### config.mk
export PLATFORM = sky130hd
export DESIGN_NAME = magic_sync_frame_deframer
export DESIGN_NICKNAME = d
export VERILOG_FILES = /design/src/rtl/core/msfd_pkg.sv /design/src/rtl/core/msfd_front.sv /design/src/rtl/core/msfd_queue.sv /design/src/rtl/core/magic_sync_frame_deframer.sv
export SDC_FILE = /design/constraint.sdc
export NUM_CORES = 1
export LEC_CHECK = 0
export BUFFER_PORTS_ARGS = -buffer_cell sky130_fd_sc_hd__buf_4
export CAP_MARGIN = 20
export CORE_UTILIZATION = 38
export CTS_BUF_LIST = sky130_fd_sc_hd__clkbuf_8 sky130_fd_sc_hd__clkbuf_16
export CTS_CLUSTER_DIAMETER = 150
export DETAILED_ROUTE_END_ITERATION = 16
export PLACE_DENSITY = 0.51
export RECOVER_POWER = 100
export SLEW_MARGIN = 30
export SYNTH_ARGS = -nofsm -noshare
export SYNTH_HDL_FRONTEND = slang
export SYNTH_SLANG_ARGS = --single-unit
### constraint.sdc
create_clock -name i_clk -period 4.6 [get_ports i_clk]
set_clock_uncertainty 0.1 [all_clocks]
set_input_delay 0.92 -clock i_clk [delete_from_list [all_inputs] [get_ports i_clk]]
set_output_delay 0.92 -clock i_clk [all_outputs]
set_load 0.005 [all_outputs]
### src/rtl/core/msfd_pkg.sv
// Shared types and constants for the magic-sync frame deframer.
// No dependencies; imported by every module of the block.
`default_nettype none
package msfd_pkg;

    // Header layout
    localparam int HEADER_BYTES = 10;
    localparam int WIN_BYTES    = HEADER_BYTES - 1;
    localparam int POS_VERSION  = 4;
    localparam int POS_TYPE     = 5;
    localparam int POS_LENGTH   = 6;
    localparam int FILL_W       = $clog2(HEADER_BYTES);

    // Configuration register indexes
    localparam int CFG_INDEX_W = 2;
    localparam logic [CFG_INDEX_W-1:0] REG_SYNC_MAGIC       = 2'd0;
    localparam logic [CFG_INDEX_W-1:0] REG_EXPECTED_VERSION = 2'd1;

    // Result kinds
    localparam logic KIND_PAYLOAD = 1'b0;
    localparam logic KIND_EMPTY   = 1'b1;

    // One result item
    typedef struct packed {
        logic       kind;
        logic [7:0] msg_type;
        logic [7:0] data;
        logic       last;
    } t_result;

    // Front status, watched by the top level
    typedef struct packed {
        logic              in_payload;
        logic [FILL_W-1:0] fill;
    } t_front_stat;

    // Queue status
    typedef struct packed {
        logic full;
        logic empty;
    } t_queue_stat;

endpackage
`default_nettype wire

### src/rtl/core/msfd_front.sv
// Front end: header window, magic/version check and payload tagging.
// Depends on msfd_pkg; produces at most one result per accepted byte.
`default_nettype none
module msfd_front (
    input  wire logic                  i_clk,
    input  wire logic                  i_rst_n,
    input  wire logic                  i_accept,
    input  wire logic [7:0]            i_rx_byte,
    input  wire logic [31:0]           i_sync_magic,
    input  wire logic [7:0]            i_expected_version,
    output logic                       o_res_valid,
    output msfd_pkg::t_result          o_result,
    output msfd_pkg::t_front_stat      o_stat
);
    import msfd_pkg::*;

    logic [7:0]        r_window [WIN_BYTES];
    logic [7:0]        n_window [WIN_BYTES];
    logic [FILL_W-1:0] r_fill, n_fill;
    logic              r_in_payload, n_in_payload;
    logic [31:0]       r_rem, n_rem;
    logic [7:0]        r_held_type, n_held_type;

    logic [31:0] hdr_magic;
    logic [31:0] hdr_length;
    logic        hdr_ok;
    logic [31:0] rem_dec;

    // Parallel header check on the stored bytes plus the incoming one
    assign hdr_magic  = {r_window[0], r_window[1], r_window[2], r_window[3]};
    assign hdr_length = {r_window[POS_LENGTH], r_window[POS_LENGTH+1],
                         r_window[POS_LENGTH+2], i_rx_byte};
    assign hdr_ok     = (hdr_magic == i_sync_magic) &&
                        (r_window[POS_VERSION] == i_expected_version);
    assign rem_dec    = (r_rem != 32'd0) ? (r_rem - 32'd1) : 32'd0;

    // Classify the byte and compute next state
    always_comb begin
        n_window     = r_window;
        n_fill       = r_fill;
        n_in_payload = r_in_payload;
        n_rem        = r_rem;
        n_held_type  = r_held_type;
        o_res_valid  = 1'b0;
        o_result     = '{kind: KIND_PAYLOAD, msg_type: r_held_type, data: i_rx_byte,
                         last: (r_rem[31:1] == 31'd0)};
        if (i_accept) begin
            if (r_in_payload) begin
                // Pass payload byte through
                o_res_valid = 1'b1;
                n_rem       = rem_dec;
                if (rem_dec == 32'd0) begin
                    n_in_payload = 1'b0;
                    n_fill       = '0;
                end
            end else if (r_fill != FILL_W'(WIN_BYTES)) begin
                // Append header byte
                n_window[r_fill] = i_rx_byte;
                n_fill           = r_fill + 1'b1;
            end else if (!hdr_ok) begin
                // Drop the oldest byte and keep hunting
                for (int i = 0; i < WIN_BYTES - 1; i++) begin
                    n_window[i] = r_window[i+1];
                end
                n_window[WIN_BYTES-1] = i_rx_byte;
            end else begin
                // Header accepted
                n_held_type = r_window[POS_TYPE];
                n_fill      = '0;
                if (hdr_length == 32'd0) begin
                    o_res_valid = 1'b1;
                    o_result    = '{kind: KIND_EMPTY, msg_type: r_window[POS_TYPE],
                                    data: 8'd0, last: 1'b1};
                end else begin
                    n_in_payload = 1'b1;
                    n_rem        = hdr_length;
                end
            end
        end
    end

    // Control state
    always_ff @(posedge i_clk) begin
        if (!i_rst_n) begin
            r_fill       <= '0;
            r_in_payload <= 1'b0;
            r_rem        <= 32'd0;
            r_held_type  <= 8'd0;
        end else begin
            r_fill       <= n_fill;
            r_in_payload <= n_in_payload;
            r_rem        <= n_rem;
            r_held_type  <= n_held_type;
        end
    end

    // Header bytes
    always_ff @(posedge i_clk) begin
        r_window <= n_window;
    end

    assign o_stat = '{in_payload: r_in_payload, fill: r_fill};

endmodule
`default_nettype wire

### src/rtl/core/msfd_queue.sv
// Short result queue between the front end and the result ports.
// Depends on msfd_pkg for the result record type.
`default_nettype none
module msfd_queue #(
    parameter int DEPTH = 4
) (
    input  wire logic                 i_clk,
    input  wire logic                 i_rst_n,
    input  wire logic                 i_wr,
    input  msfd_pkg::t_result         i_wdata,
    input  wire logic                 i_rd,
    output msfd_pkg::t_result         o_rdata,
    output msfd_pkg::t_queue_stat     o_stat
);
    import msfd_pkg::*;

    localparam int AW = $clog2(DEPTH);
    localparam int CW = $clog2(DEPTH + 1);

    t_result        r_mem [DEPTH];
    logic [AW-1:0]  r_wr_ptr, r_rd_ptr;
    logic [CW-1:0]  r_count;
    logic           do_wr, do_rd;

    assign o_stat.full  = (r_count == CW'(DEPTH));
    assign o_stat.empty = (r_count == '0);
    assign do_wr = i_wr && !o_stat.full;
    assign do_rd = i_rd && !o_stat.empty;

    // Store request
    always_ff @(posedge i_clk) begin
        if (do_wr) begin
            r_mem[r_wr_ptr] <= i_wdata;
        end
    end

    assign o_rdata = r_mem[r_rd_ptr];

    // Advance pointers and count
    always_ff @(posedge i_clk) begin
        if (!i_rst_n) begin
            r_wr_ptr <= '0;
            r_rd_ptr <= '0;
            r_count  <= '0;
        end else begin
            if (do_wr) begin
                r_wr_ptr <= (r_wr_ptr == AW'(DEPTH - 1)) ? '0 : r_wr_ptr + 1'b1;
            end
            if (do_rd) begin
                r_rd_ptr <= (r_rd_ptr == AW'(DEPTH - 1)) ? '0 : r_rd_ptr + 1'b1;
            end
            if (do_wr && !do_rd) begin
                r_count <= r_count + 1'b1;
            end else if (do_rd && !do_wr) begin
                r_count <= r_count - 1'b1;
            end
        end
    end

endmodule
`default_nettype wire

### src/rtl/core/magic_sync_frame_deframer.sv
// Top level of the magic-sync frame deframer: config registers, front end, queue.
// Depends on msfd_pkg, msfd_front and msfd_queue.
`default_nettype none
// The deframer takes one stream byte per clock cycle whenever full is low. It
// hunts for a 10-byte header (big-endian magic, version, type, big-endian
// length), sliding one byte at a time until magic and version match, then
// tags each payload byte with the header type and flags the last one; a
// zero-length frame gives a single empty-message result. Every byte is
// classified in the cycle it is accepted, and any result is written into a
// FIFO_DEPTH-entry queue, so a result appears on the output side in the cycle
// after its byte. full rises only when that queue holds FIFO_DEPTH results
// not yet popped; the queue alone sets the throughput, one byte per cycle
// while results are drained. Write configuration only while idle.
module magic_sync_frame_deframer #(
    parameter int FIFO_DEPTH = 4
) (
    input  wire logic                             i_clk,
    input  wire logic                             i_rst_n,
    // Input side
    input  wire logic                             push,
    output logic                                  full,
    input  wire logic [7:0]                       i_rx_byte,
    // Result side
    output logic                                  empty,
    input  wire logic                             pop,
    output logic                                  o_result_kind,
    output logic [7:0]                            o_message_type,
    output logic [7:0]                            o_payload_byte,
    output logic                                  o_last_of_message,
    // Configuration
    input  wire logic                             i_cfg_wr_en,
    input  wire logic [msfd_pkg::CFG_INDEX_W-1:0] i_cfg_index,
    input  wire logic [31:0]                      i_cfg_wdata
);
    import msfd_pkg::*;

    logic [31:0]  r_sync_magic;
    logic [7:0]   r_expected_version;
    logic         accept;
    logic         res_valid;
    t_result      front_res;
    t_result      queue_res;
    t_front_stat  front_stat;
    t_queue_stat  queue_stat;

    // Configuration registers; unknown indexes are ignored
    always_ff @(posedge i_clk) begin
        if (!i_rst_n) begin
            r_sync_magic       <= 32'd0;
            r_expected_version <= 8'd1;
        end else if (i_cfg_wr_en) begin
            unique case (i_cfg_index)
                REG_SYNC_MAGIC:       r_sync_magic       <= i_cfg_wdata;
                REG_EXPECTED_VERSION: r_expected_version <= i_cfg_wdata[7:0];
                default: ;
            endcase
        end
    end

    assign full   = queue_stat.full;
    assign empty  = queue_stat.empty;
    assign accept = push && !queue_stat.full;

    msfd_front u_front (
        .i_clk              (i_clk),
        .i_rst_n            (i_rst_n),
        .i_accept           (accept),
        .i_rx_byte          (i_rx_byte),
        .i_sync_magic       (r_sync_magic),
        .i_expected_version (r_expected_version),
        .o_res_valid        (res_valid),
        .o_result           (front_res),
        .o_stat             (front_stat)
    );

    msfd_queue #(
        .DEPTH (FIFO_DEPTH)
    ) u_queue (
        .i_clk   (i_clk),
        .i_rst_n (i_rst_n),
        .i_wr    (res_valid),
        .i_wdata (front_res),
        .i_rd    (pop),
        .o_rdata (queue_res),
        .o_stat  (queue_stat)
    );

    assign o_result_kind     = queue_res.kind;
    assign o_message_type    = queue_res.msg_type;
    assign o_payload_byte    = queue_res.data;
    assign o_last_of_message = queue_res.last;

    // A result written into the queue is visible next cycle
    a_result_lands: assert property (@(posedge i_clk) disable iff (!i_rst_n)
        res_valid |=> !empty)
        else $error("result written but queue empty");

    // Last payload byte returns the front end to header hunting
    a_frame_end: assert property (@(posedge i_clk) disable iff (!i_rst_n)
        (res_valid && front_res.last) |=>
            (!front_stat.in_payload && front_stat.fill == '0))
        else $error("front end did not restart after last byte");

    // Payload mode never holds header bytes, and the window never overfills
    a_fill_range: assert property (@(posedge i_clk) disable iff (!i_rst_n)
        (front_stat.fill <= FILL_W'(WIN_BYTES)) &&
        (!front_stat.in_payload || front_stat.fill == '0))
        else $error("header fill out of range");

endmodule
`default_nettype wire

# After elaboration in Yosys (flattened, before gate mapping)
# Memory sizes are Yosys's and may differ from the RTL's. A register that Yosys moved wholly into a read port is not among the register bits.
# Cells that the tools add are included.
word_totals:
  register_bits: 164
  latch_bits: 0
  ram_bits: 72
  romBits: 0
  mem_count: 1
memory_table:
  columns: ["memory", "words", "width", "read_ports", "rd_ports_with_merged_regs", "write_ports", "line", "rtl"]
  rows:
  - ["u_queue.r_mem", 4, 18, 1, 1, 1, "msfd_queue.sv:20", "t_result r_mem [DEPTH];"]
classes:
  n_addsub: 6
  n_mul: 0
  div_mod_pow: 0
  n_lt_le_gt_ge: 2
  n_eq_ne: 11
  shift: 0
  n_mux: 37
  bitwise: 3
  reduce_logical: 26
ops:
  columns: ["cell", "count"]
  rows:
  - ["$mux W32", 5]
  - ["$mux W72", 2]
  - ["$mux W18", 5]
  - ["$bwmux W72", 1]
  - ["$logic_not A32 Y1", 2]
  - ["$demux W8 S4", 1]
  - ["$eq A32 B32 Y1", 1]
  - ["$reduce_bool A32 Y1", 1]
  - ["$sub A32 B1 Y32 const B", 1]
  - ["$logic_not A31 Y1", 1]
  - ["$mux W4", 4]
  - ["$mux W1", 12]
  - ["$eq A8 B8 Y1", 1]
  - ["$mux W2", 4]
  - ["$mux W8", 1]
  - ["$reduce_and A4 Y1", 2]
  - ["$logic_and A1 B1 Y1", 7]
  - ["$mux W3", 2]
  - ["$reduce_and A3 Y1", 2]
  - ["$ge A5 B5 Y1 const B", 1]
  - ["$lt A5 B1 Y1 const B", 1]
  - ["$not A4 Y5", 1]
  - ["$add A2 B1 Y2 const B", 2]
  - ["$add A4 B1 Y4 const B", 1]
  - ["other kinds (15)", 24]

# Longest topological paths before layout
# Gate-level depths: netlist of the first run.
depth:
  depth_word: 11
  depth_mapped: 13

# Modules after synthesis
# Synthesis of the first run repeated with hierarchy kept, for this count alone.
hier_totals:
  cells_unflattened: 1064
  hier_area_um2: 11434.7
modules_own_cells:
  columns: ["module", "n_inst", "cells_per_inst", "area_per_inst_um2"]
  rows:
  - ["msfd_front", 1, 750, 6685.2]
  - ["msfd_queue", 1, 145, 3119.2]
  - ["magic_sync_frame_deframer", 1, 169, 1630.3]

# Least setup slack after synthesis of the first run
# No wires, ideal clock.
synth_path:
  path_type: "input port to flip-flop"
  startpoint: "input i_rx_byte[6]"
  endpoint: "register u_queue.r_count[2]"
  arrival_time_ps: 3335
  slack_ps: 1095
  cell_stages: 12
  path_buffers: 1
  cell_sequence: "clkbuf_1 nor4_1 nand4_1 nor2_1 a21oi_1 nor2_1 ha_1 inv_1 fa_1 xor2_1 or3_1 a21oi_1"
synth_via:
  elab_chain_cells: 10
synth_rtl:
  columns: ["item", "line", "rtl"]
  rows:
  - ["from (decl)", "magic_sync_frame_deframer.sv:22", "input wire logic [7:0] i_rx_byte,"]
  - ["$logic_not A32 Y1 *", "msfd_front.sv:70", "if (hdr_length == 32'd0) begin"]
  - ["$mux W1 *", "msfd_front.sv:70", null]
  - ["$mux W1 *", "msfd_front.sv:60", "end else if (!hdr_ok) begin"]
  - ["$mux W1 *", "msfd_front.sv:56", "end else if (r_fill != FILL_W'(WIN_BYTES)) begin"]
  - ["$mux W1 *", "msfd_front.sv:48", "if (r_in_payload) begin"]
  - ["$mux W1 *", "msfd_front.sv:47", "if (i_accept) begin"]
  - ["$logic_and A1 B1 Y1 *", "msfd_queue.sv:27", "assign do_wr = i_wr && !o_stat.full;"]
  - ["named net u_queue.do_wr", "msfd_queue.sv:23", "logic do_wr, do_rd;"]
  - ["$logic_not A1 Y1", "msfd_queue.sv:54", "end else if (do_rd && !do_wr) begin"]
  - ["$logic_and A1 B1 Y1", "msfd_queue.sv:54", null]
  - ["$reduce_bool A2 Y1 (no line)", null, null]
  - ["to (signal assigned)", "msfd_queue.sv:53", "r_count <= r_count + 1'b1;"]
  - ["to (signal assigned)", "msfd_queue.sv:55", "r_count <= r_count - 1'b1;"]
  - ["to (decl)", "msfd_queue.sv:22", "logic [CW-1:0] r_count;"]
# The timed path passes the listed nets; every way through them passes the cells marked *.
# A chain may end at the register's enable or synchronous reset.

# Worst setup path after layout of the first run
layout_path:
  startpoint: "register u_front.r_window[35] (netlist bit)"
  endpoint: "memory u_queue.r_mem[0][10] (netlist bit), enable pin"
layout_via:
  elab_chain_cells: 9
layout_rtl:
  columns: ["item", "line", "rtl"]
  rows:
  - ["from (decl)", "msfd_front.sv:17", "logic [7:0] r_window [WIN_BYTES];"]
  - ["from (signal assigned)", "msfd_front.sv:99", "r_window <= n_window;"]
  - ["$eq A8 B8 Y1", "msfd_front.sv:34", "(r_window[POS_VERSION] == i_expected_version);"]
  - ["$logic_and A1 B1 Y1", "msfd_front.sv:33", "assign hdr_ok = (hdr_magic == i_sync_magic) &&"]
  - ["$mux W1", "msfd_front.sv:60", null]
  - ["$mux W1", "msfd_front.sv:56", null]
  - ["$mux W1", "msfd_front.sv:48", null]
  - ["$mux W1", "msfd_front.sv:47", null]
  - ["$logic_and A1 B1 Y1", "msfd_queue.sv:27", null]
  - ["named net u_queue.do_wr", "msfd_queue.sv:23", null]
  - ["$mux W1", "msfd_queue.sv:32", "if (do_wr) begin"]
  - ["$mux W1 (not written as such)", "msfd_queue.sv:33", "r_mem[r_wr_ptr] <= i_wdata;"]
  - ["to (decl)", "msfd_queue.sv:20", null]
# The timed path passes the listed nets, and every way through them passes these cells.

==> flow_summary.ini, run 1 <==
[clock_tree]
worstSkewPairLatency_ns = 0.54
htreeDepth = 1
path_clk_slew_ns = 0.06
clockBufferDepth = 3
cts_setup_buffers = 0
cts-resized-gates = 0
holdBufCountCts = 0
tritoncts = done
cts_root_buf = clkbuf_16
clock_sinks = 238
cts_buffers = 26

[global_route]
track_usage_pct = 20.53
grt_antenna_before_repair = 0
grt_pass1_wl_um = 48090
grt.overflow.total = 0
grt_max_degree = 58
grt_pass1_vias = 7902

[yosys]
synth-xor-area-share_pct = 4.084
muxShareOfSynthArea_pct = 7.225
ys_seq_area_share_pct = 55.65
synth_edf_count = 144
synthArstFlopShare_pct = 0
synth.cell_area_um2 = 11150
syn_area_per_cell_um2 = 10.90
synth_compound_area_share_pct = 13.12
synthSimpleGateAreaFrac_pct = 15.45
syn-num-nets = 1078
ys_ff_latch = 238
synth.distinct_cells = 75
synth_top_family_by_area = simple AND/OR/NAND/NOR gates
synthCells = 1023
synth_ff_type = edfxtp_1
yosysWarnings = 0
synth_fa_ha_area_share_pct = 0.9649

[detailed_routing]
vias = 8108
vias_per_cell = 5.546
drc = 0
drtAntennaViolNets = 0
drt_iter0_markers = 707
post_drt_wl_per_cell_um = 20.96
drtPass1Iterations = 5
drt_wl_total_um = 30640

[layout]
diodes = 0
drive_gt1_share_pct = 13.73
syn_to_final_growth_pct = 14.69
final_util_pct = 44.44
final_nets = 1113

[placed_design]
place.gp.congestion = 0.8792
numPortBuffers = 66
dp_slack_ns = 0.8521
dp_hpwl_um = 21170

[critical_path]
cpPeakStageDelay_ns = 0.85
end_kind = flip-flop
crit_top_cell = clkbuf_1
crit_type = flip-flop to flip-flop
reg2reg_depth = 10
worstPathArrival_ns = 4.03
crit_required_ns = 4.64
cp_slowest_cell = clkbuf_1
path_delay_family = buffers and inverters
cp-start-kind = flip-flop
cp.depth = 10
path_buf_inv = 3
path_max_fanout = 18
cp_cell_sequence = xor2_1 -> nor4_1 -> nand4_1 -> nor4_2 -> clkbuf_1 -> a21oi_1 -> nor2_1 -> buf_4 -> and2_1 -> clkbuf_1

[floorplan]
ios = 67
start_util_pct = 38.75
dieArea_um2 = 30040
row_count = 62
die_x_um = 173.3
die_h_um = 173.3
core-area_um2 = 28780

[timing]
tightest_slew_ns = 1.625
fmax_mhz = 250.7
rsz0062_at_grt = no
setup_viol = 0
finalHoldViolCount = 0
slew_viol_final = 73
relSlewSlack_pct = -8.303
fin_crit_ns = 3.989
setup_tns_ns = 0
fin_crit_sh_pct = 86.72
setup_slack_ns = 0.6111

[pwr]
peakVddDrop_mv = 0.2358
p_leak_nw = 4.709
power_density_nw_per_um2 = 398.7

[run]
maxCapViolCount = 2

[run_status]
status = finished, violations left
violations = capacitance limit, slew limit

[worst_hold_path]
hp-class = flip-flop to flip-flop
holdPathStages = 2
==> cell usage after synthesis (3+ instances only) <==
library cell  instances  area [µm²]
dfxtp_1              94        1882
xnor2_1               9       78.83
nand4_1               9       56.30
xor2_1               43       376.6
o32ai_1               7       61.31
a211oi_1             19       142.6
or3_1                 9       56.30
clkbuf_1             74       277.8
a21oi_1              92       460.4
nor2b_1               8       50.05
nand4b_1              4       35.03
or2_2                 3       18.77
nand2b_1              6       37.54
o211ai_1              7       52.55
edfxtp_1            144        4324
mux2_2                8       90.09
a221oi_1              4       35.03
o31ai_1               6       45.04
or4_1                 7       52.55
nand2_1             129       484.2
nor3_1               31       155.2
nor2_1               75       281.5
inv_1                19       71.32
a22o_1               32       280.3
nor3b_1               3       22.52
mux4_2               18       405.4
a311oi_1              3       26.28
a31oi_1               4       25.02
mux2i_1              31       310.3
nor4_1               28       175.2
nand3_1               5       25.02
o21ai_0              16       80.08
and2_1                5       31.28
and3_1               11       68.82
ha_1                  7       87.58
buf_1                 3       11.26
o41ai_1               5       43.79
==> cell usage in the layout (no fill, tap or decap), drive strengths merged, types with 8 or more instances in the layout <==
| cell type | instances |
|---|---|
| nand4 | 9 |
| clkbuf | 65 |
| a21oi | 92 |
| dfxtp | 94 |
| a22o | 32 |
| or3 | 10 |
| buf | 51 |
| xnor2 | 9 |
| nor2 | 75 |
| clkinv | 9 |
| or4 | 8 |
| mux2i | 31 |
| nor3 | 32 |
| mux4 | 18 |
| a211oi | 20 |
| inv | 26 |
| nor2b | 8 |
| o21ai | 17 |
| edfxtp | 144 |
| and3 | 11 |
| nor4 | 31 |
| nand2 | 130 |
| xor2 | 43 |
| mux2 | 8 |
==> per-stage QoR <==
stage,hold WS [ns],power (mW),cell area (µm²),cells
global placement,0.3624,3.031,11990,1414
global route,0.3895,5.296,12790,1462
finish,0.3656,5.099,12790,1462
detailed placement,0.3623,3.033,12000,1414
floorplan,0.3481,2.784,11150,1023
CTS,0.3709,5.176,12880,1462
==> worst reg2reg max path: stages (launching register included) <==
cell      delay [ns]
edfxtp_1        0.42
xor2_1          0.16
nor4_1          0.55
nand4_1         0.23
nor4_2          0.29
clkbuf_1        0.38
a21oi_1         0.13
nor2_1          0.15
buf_4           0.18
and2_1          0.13
clkbuf_1        0.85
==> power breakdown <==
group          switching, mW  internal, mW
clock                  0.870          1.27
combinational          0.311         0.255
sequential            0.0638          2.33
==> flip-flops by register name, summed over array words and instances, names as in the netlist, named ones only <==
name	cells
u_front.r_window	16
u_front.hdr_length	24
u_front.r_in_payload	1
u_queue.r_count	3
r_expected_version	8
u_queue.r_rd_ptr	2
u_front.r_held_type	8
u_queue.r_wr_ptr	2
r_sync_magic	32
u_front.r_rem	32
u_front.hdr_magic	32
u_queue.r_mem	72
u_front.r_fill	4
==> final timing paths <==
kind	from	end	slack [ns]
max	u_front.r_window[35]	u_queue.r_mem[0][10]	0.61
min	r_sync_magic[17]	r_sync_magic[17]	0.37
max reg2reg	u_front.r_window[35]	u_queue.r_mem[0][10]	0.61
min reg2reg	r_sync_magic[17]	r_sync_magic[17]	0.37
==> layer usage <==
layer	wire (µm)	up-vias	part of all wire (%)	global-route usage, %
li1	-	3869	-	-
met2	13870	217	45	31.74
met1	14440	3973	47	29.87
met3	1593	49	5.2	2.982
met4	738	0	2.4	5.752
met5	0	-	0	0
==> final cells by class <==
| class | count | area [µm²] |
|---|---|---|
| Clock buffer | 29 | 703.2 |
| Clock inverter | 19 | 182.7 |
| Fill cell | 2737 | 15990 |
| Inverter | 21 | 78.83 |
| Multi-Input combinational cell | 684 | 4559 |
| Sequential cell | 238 | 6206 |
| Tap cell | 384 | 480.5 |
| Timing Repair Buffer | 87 | 579.3 |
==> cell families after synthesis <==
family	Yosys count
and+or+nand+nor	349
AOI/OAI and AO/OA	218
buffers and inverters	101
adders and majority gates	8
muxes	57
xor gates and xnor gates	52
DFF	238
Power figures use the tool's default switching activity.
==> inputs of run 2 (changes only) <==
--- a/config.mk
+++ b/config.mk
@@ -7,11 +7,11 @@
 export LEC_CHECK = 0
 export BUFFER_PORTS_ARGS = -buffer_cell sky130_fd_sc_hd__buf_4
 export CAP_MARGIN = 20
-export CORE_UTILIZATION = 38
+export CORE_UTILIZATION = 45
 export CTS_BUF_LIST = sky130_fd_sc_hd__clkbuf_8 sky130_fd_sc_hd__clkbuf_16
 export CTS_CLUSTER_DIAMETER = 150
 export DETAILED_ROUTE_END_ITERATION = 16
-export PLACE_DENSITY = 0.51
+export PLACE_DENSITY_LB_ADDON = 0.15
 export RECOVER_POWER = 100
 export SLEW_MARGIN = 30
 export SYNTH_ARGS = -nofsm -noshare
==> flow_summary.ini, run 2 (synthesized netlist as in run 1, its figures left out) <==
[run_status]
status = finished, violations left
violations = capacitance limit, slew limit

[critical_path]
cp_slowest_cell = a21boi_1
end_kind = flip-flop
worstPathArrival_ns = 4.21
crit_required_ns = 4.91
cp_cell_sequence = nor3b_1 -> nand2b_1 -> nor2_1 -> a21boi_1 -> buf_12 -> a221oi_1 -> a211oi_1
path_max_fanout = 41
crit_type = flip-flop to flip-flop
path_buf_inv = 1
path_delay_family = compound AO/OA/AOI/OAI gates
cpPeakStageDelay_ns = 1.18
cp-start-kind = flip-flop

[placed_design]
dp_hpwl_um = 20050
placed_area_um2 = 11930
dp_slack_ns = 0.9668
numPortBuffers = 66
place.gp.congestion = 0.8949
place_inst = 1353

[detailed_routing]
post_drt_wl_per_cell_um = 20.89
drt_wl_total_um = 29270
vias_per_cell = 5.883
vias = 8242
drtPass1Iterations = 5
drc = 0
drt_iter0_markers = 735
drtAntennaViolNets = 0

[floorplan]
row_count = 57
die_x_um = 159.4
core-area_um2 = 24320
start_util_pct = 45.86
dieArea_um2 = 25420
ios = 67
die_h_um = 159.4

[clock_tree]
holdBufCountCts = 0
cts_setup_buffers = 0
tritoncts = done
path_clk_slew_ns = 0.06
worstSkewPairLatency_ns = 0.53
htreeDepth = 1
cts_root_buf = clkbuf_16
cts-resized-gates = 0
clockBufferDepth = 3
clock_sinks = 238
cts_buffers = 26

[timing]
rsz0062_at_grt = no
tightest_slew_ns = 1.763
setup_slack_ns = 0.7033
fmax_mhz = 256.6
fin_crit_ns = 3.897
setup_viol = 0
finalHoldViolCount = 0
fin_crit_sh_pct = 84.71
slew_viol_final = 121
timing.hold.ws_ns = 0.3666
relSlewSlack_pct = -17.56
setup_tns_ns = 0

[layout]
largest_reg_flops = 72
regMostFlops = u_queue.r_mem
final_cell_mix = 144 x edfxtp_1, 130 x nand2_1, 94 x dfxtp_1
finalNonFillerCells = 1401
drive_gt1_share_pct = 13.93
final_common_cell = edfxtp_1
stdcell_area_um2 = 12680
final_nets = 1112
syn_to_final_growth_pct = 13.73
diodes = 0

[global_route]
grt_max_degree = 47
track_usage_pct = 23.14
grt.overflow.total = 0
grt_antenna_before_repair = 0
grt_pass1_wl_um = 45920
grt_pass1_vias = 7875

[run]
maxCapViolCount = 4

[pwr]
power_density_nw_per_um2 = 393.1
peakVddDrop_mv = 0.2398
p_leak_nw = 4.706

[worst_hold_path]
hp-class = flip-flop to flip-flop
-- run 2: metrics by stage --
step | power, mW | utilization [%]
after global placement | 3.009 | 49.01
after detailed placement | 3.016 | 49.05
after CTS | 5.037 | 52.51
after floorplan | 2.784 | -
final | 4.986 | 52.15
after global routing | 5.171 | 52.15
-- run 2: final cells by class --
cell class                      instances  area [µm²]
Fill cell                            2218       11640
Clock inverter                         20       163.9
Tap cell                              324       405.4
Clock buffer                           28       678.2
Multi-Input combinational cell        684        4553
Inverter                               21       78.83
Timing Repair Buffer                   86       598.1
Sequential cell                       238        6206
-- run 2: where the power goes --
group	total, mW	leakage, nW	switching, mW	internal, mW
Combinational	0.556	2.15	0.301	0.255
Sequential	2.40	2.12	0.0646	2.33
Clock	2.03	0.434	0.853	1.18
Total	4.99	4.71	1.22	3.77
-- run 2: final timing paths --
check	from	end	slack, ns	cells after the start
worst max-delay path	u_queue.r_count[0]	u_front.r_rem[20]	0.70	7
worst min-delay path	r_sync_magic[17]	r_sync_magic[17]	0.37	2
worst max register to register	u_queue.r_count[0]	u_front.r_rem[20]	0.70	7
worst min register to register	r_sync_magic[17]	r_sync_magic[17]	0.37	2
-- run 2: worst register-to-register path, stage by stage (launching register included) --
cell and delay, ns:
dfxtp_1 0.35, nor3b_1 0.84, nand2b_1 0.45, nor2_1 0.20, a21boi_1 1.19, buf_12 0.32
a221oi_1 0.09, a211oi_1 0.25
-- run 2: per-layer routing --
layer	share of wire [%]	global-route usage, %
met1	46	33.98
met2	45	35.85
met3	7.0	3.152
met4	1.9	6.425
met5	0	0
==> inputs of run 3 (changes only) <==
--- a/config.mk
+++ b/config.mk
@@ -5,6 +5,7 @@
 export SDC_FILE = /design/constraint.sdc
 export NUM_CORES = 1
 export LEC_CHECK = 0
+export ABC_AREA = 1
 export BUFFER_PORTS_ARGS = -buffer_cell sky130_fd_sc_hd__buf_4
 export CAP_MARGIN = 20
 export CORE_UTILIZATION = 45
==> constraint.sdc (replaced) <==
create_clock -name i_clk -period 3.97 [get_ports i_clk]
set_clock_uncertainty 0.1 [all_clocks]
set_input_delay 0.794 -clock i_clk [delete_from_list [all_inputs] [get_ports i_clk]]
set_output_delay 0.794 -clock i_clk [all_outputs]
set_load 0.005 [all_outputs]
==> flow_summary.ini, run 3 <==
[clock_tree]
path_clk_slew_ns = 0.06
clockBufferDepth = 3
cts_buffers = 26
worstSkewPairLatency_ns = 0.53
cts_root_buf = clkbuf_16
clock_sinks = 238
htreeDepth = 1
tritoncts = done
cts-resized-gates = 0
cts_setup_buffers = 0
holdBufCountCts = 0

[layout]
regMostFlops = u_queue.r_mem
final_nets = 1460
final_cell_mix = 272 x nand2_1, 215 x nor2_1, 183 x o21ai_0
syn_to_final_growth_pct = 13.78
diodes = 0
final_common_cell = nand2_1
drive_gt1_share_pct = 9.825
stdcell_area_um2 = 13040
largest_reg_flops = 72
final_util_pct = 51.92

[yosys]
synth_area_leaders = edfxtp_1 38%, dfxtp_1 16%, nand2_1 8.8%, o21ai_0 7.9%, nor2_1 7.0%
synth_ff_type = edfxtp_1
synth.distinct_cells = 36
synthArstFlopShare_pct = 0
synth_area_leader_cell = edfxtp_1
synth_top_area_share_pct = 37.74
syn-num-nets = 1411
synth.cell_area_um2 = 11460
ys_ff_latch = 238
yosysWarnings = 0
syn_area_per_cell_um2 = 8.449
synthTopCellsByCount = 269 x nand2_1, 213 x nor2_1, 181 x o21ai_0
synth_most_common_cell = nand2_1
synthCells = 1356
ys_seq_area_share_pct = 54.17
synth_edf_count = 144

[pwr]
seqPwrFrac_pct = 46.6
power_mw = 6.009
combPwrFrac_pct = 12.5
power_density_nw_per_um2 = 460.9
peakVddDrop_mv = 0.3311
p_int_mw = 4.491
switching_share_pct = 25.25
p_leak_nw = 5.223
p_clk_share_pct = 40.9
power_switching_mw = 1.517

[floorplan]
core-area_um2 = 25110
ios = 67
die_h_um = 161.6
dieArea_um2 = 26100
row_count = 58
die_x_um = 161.6
start_util_pct = 45.63

[timing]
setup_viol = 0
timing.hold.ws_ns = 0.3641
fin_crit_ns = 3.526
finalHoldViolCount = 0
slew_viol_final = 0
fin_crit_sh_pct = 88.82
setup_tns_ns = 0
fmax_mhz = 283.6
relSlewSlack_pct = 2.684
tightest_slew_ns = 1.458
rsz0062_at_grt = no

[critical_path]
crit_type = flip-flop to flip-flop
worstPathArrival_ns = 3.57
end_kind = flip-flop
path_max_fanout = 18
cp-start-kind = flip-flop
crit_required_ns = 4.02

[global_route]
grt_pass1_vias = 8814
grt_max_degree = 51
grt.overflow.total = 0
grt_antenna_before_repair = 0
track_usage_pct = 24.17
grt_pass1_wl_um = 49540

[detailed_routing]
drtAntennaViolNets = 0
post_drt_wl_per_cell_um = 17.67
vias = 9476
drc = 0
drt_wl_total_um = 31010
drt_iter0_markers = 921
drtPass1Iterations = 8
vias_per_cell = 5.399

[run_status]
status = complete, no violations

[run]
maxCapViolCount = 0

[placed_design]
placed_area_um2 = 12250
numPortBuffers = 66
dp_hpwl_um = 21450
place.gp.congestion = 0.9424

[worst_hold_path]
hp-class = flip-flop to flip-flop
run 3: final cells by class:
class | count | area (µm²)
repair buffers | 83 | 560.5
multi-input cells | 958 | 4609
flip-flops and latches | 238 | 6206
well taps | 330 | 412.9
fillers | 2388 | 12070
clock inverters | 20 | 201.4
clock buffers | 28 | 678.2
inverters | 98 | 367.9
run 3: critical path, stage by stage, from the launching register on:
cell,delay [ns]
edfxtp_1,0.42
xor2_1,0.16
nor4_1,0.33
nand2_1,0.14
nor2_1,0.16
nand3_1,0.14
o21ai_0,0.37
nand2_1,0.31
nor2_1,0.15
clkbuf_1,0.83
run 3: power by group through the flow:
stage / Clock, mW / Combinational [mW] / Sequential [mW]
after global routing: 2.61 / 0.848 / 2.81
after detailed placement: 0 / 0.775 / 2.85
after floorplan: 0 / 0.449 / 2.81
after CTS: 2.50 / 0.779 / 2.80
after global placement: 0 / 0.764 / 2.85
final: 2.46 / 0.751 / 2.80
run 3: cells by family (layout without fill, tap and decap cells):
family	after synthesis	count (layout)	share of synthesized area, %
fa+ha+maj	8	8	0.9391
buf+inv	160	229	5.449
compound gates	289	289	13.49
xor+xnor	40	40	3.058
flops	238	238	54.17
simple gates	621	621	22.90
run 3: routing by layer:
layer	share of wire, %	vias up	wire length [µm]	global-route usage [%]
li1	-	4681	-	-
met1	47	4463	14570	35.70
met2	45	291	13860	37.72
met3	6.6	41	2044	3.338
met4	1.8	0	544	4.974
met5	0	-	0	0
run 3: path summary, 6_finish.rpt:
| path | start | endpoint | slack, ns | cells after the start |
|---|---|---|---|---|
| max reg2reg | u_front.r_window[33] | u_queue.r_mem[2][5] | 0.44 | 9 |
| max | u_front.r_window[33] | u_queue.r_mem[2][5] | 0.44 | 9 |
| min | u_front.r_held_type[7] | u_front.r_held_type[7] | 0.36 | 2 |
| min reg2reg | u_front.r_held_type[7] | u_front.r_held_type[7] | 0.36 | 2 |
run 3: per-stage QoR:
| step | setup WS (ns) | instances |
|---|---|---|
| floorplan | 1.011 | 1356 |
| finish | 0.4437 | 1755 |
| global placement | 0.4419 | 1707 |
| global route | 0.2532 | 1755 |
| detailed placement | 0.4137 | 1707 |
| CTS | 0.8438 | 1755 |
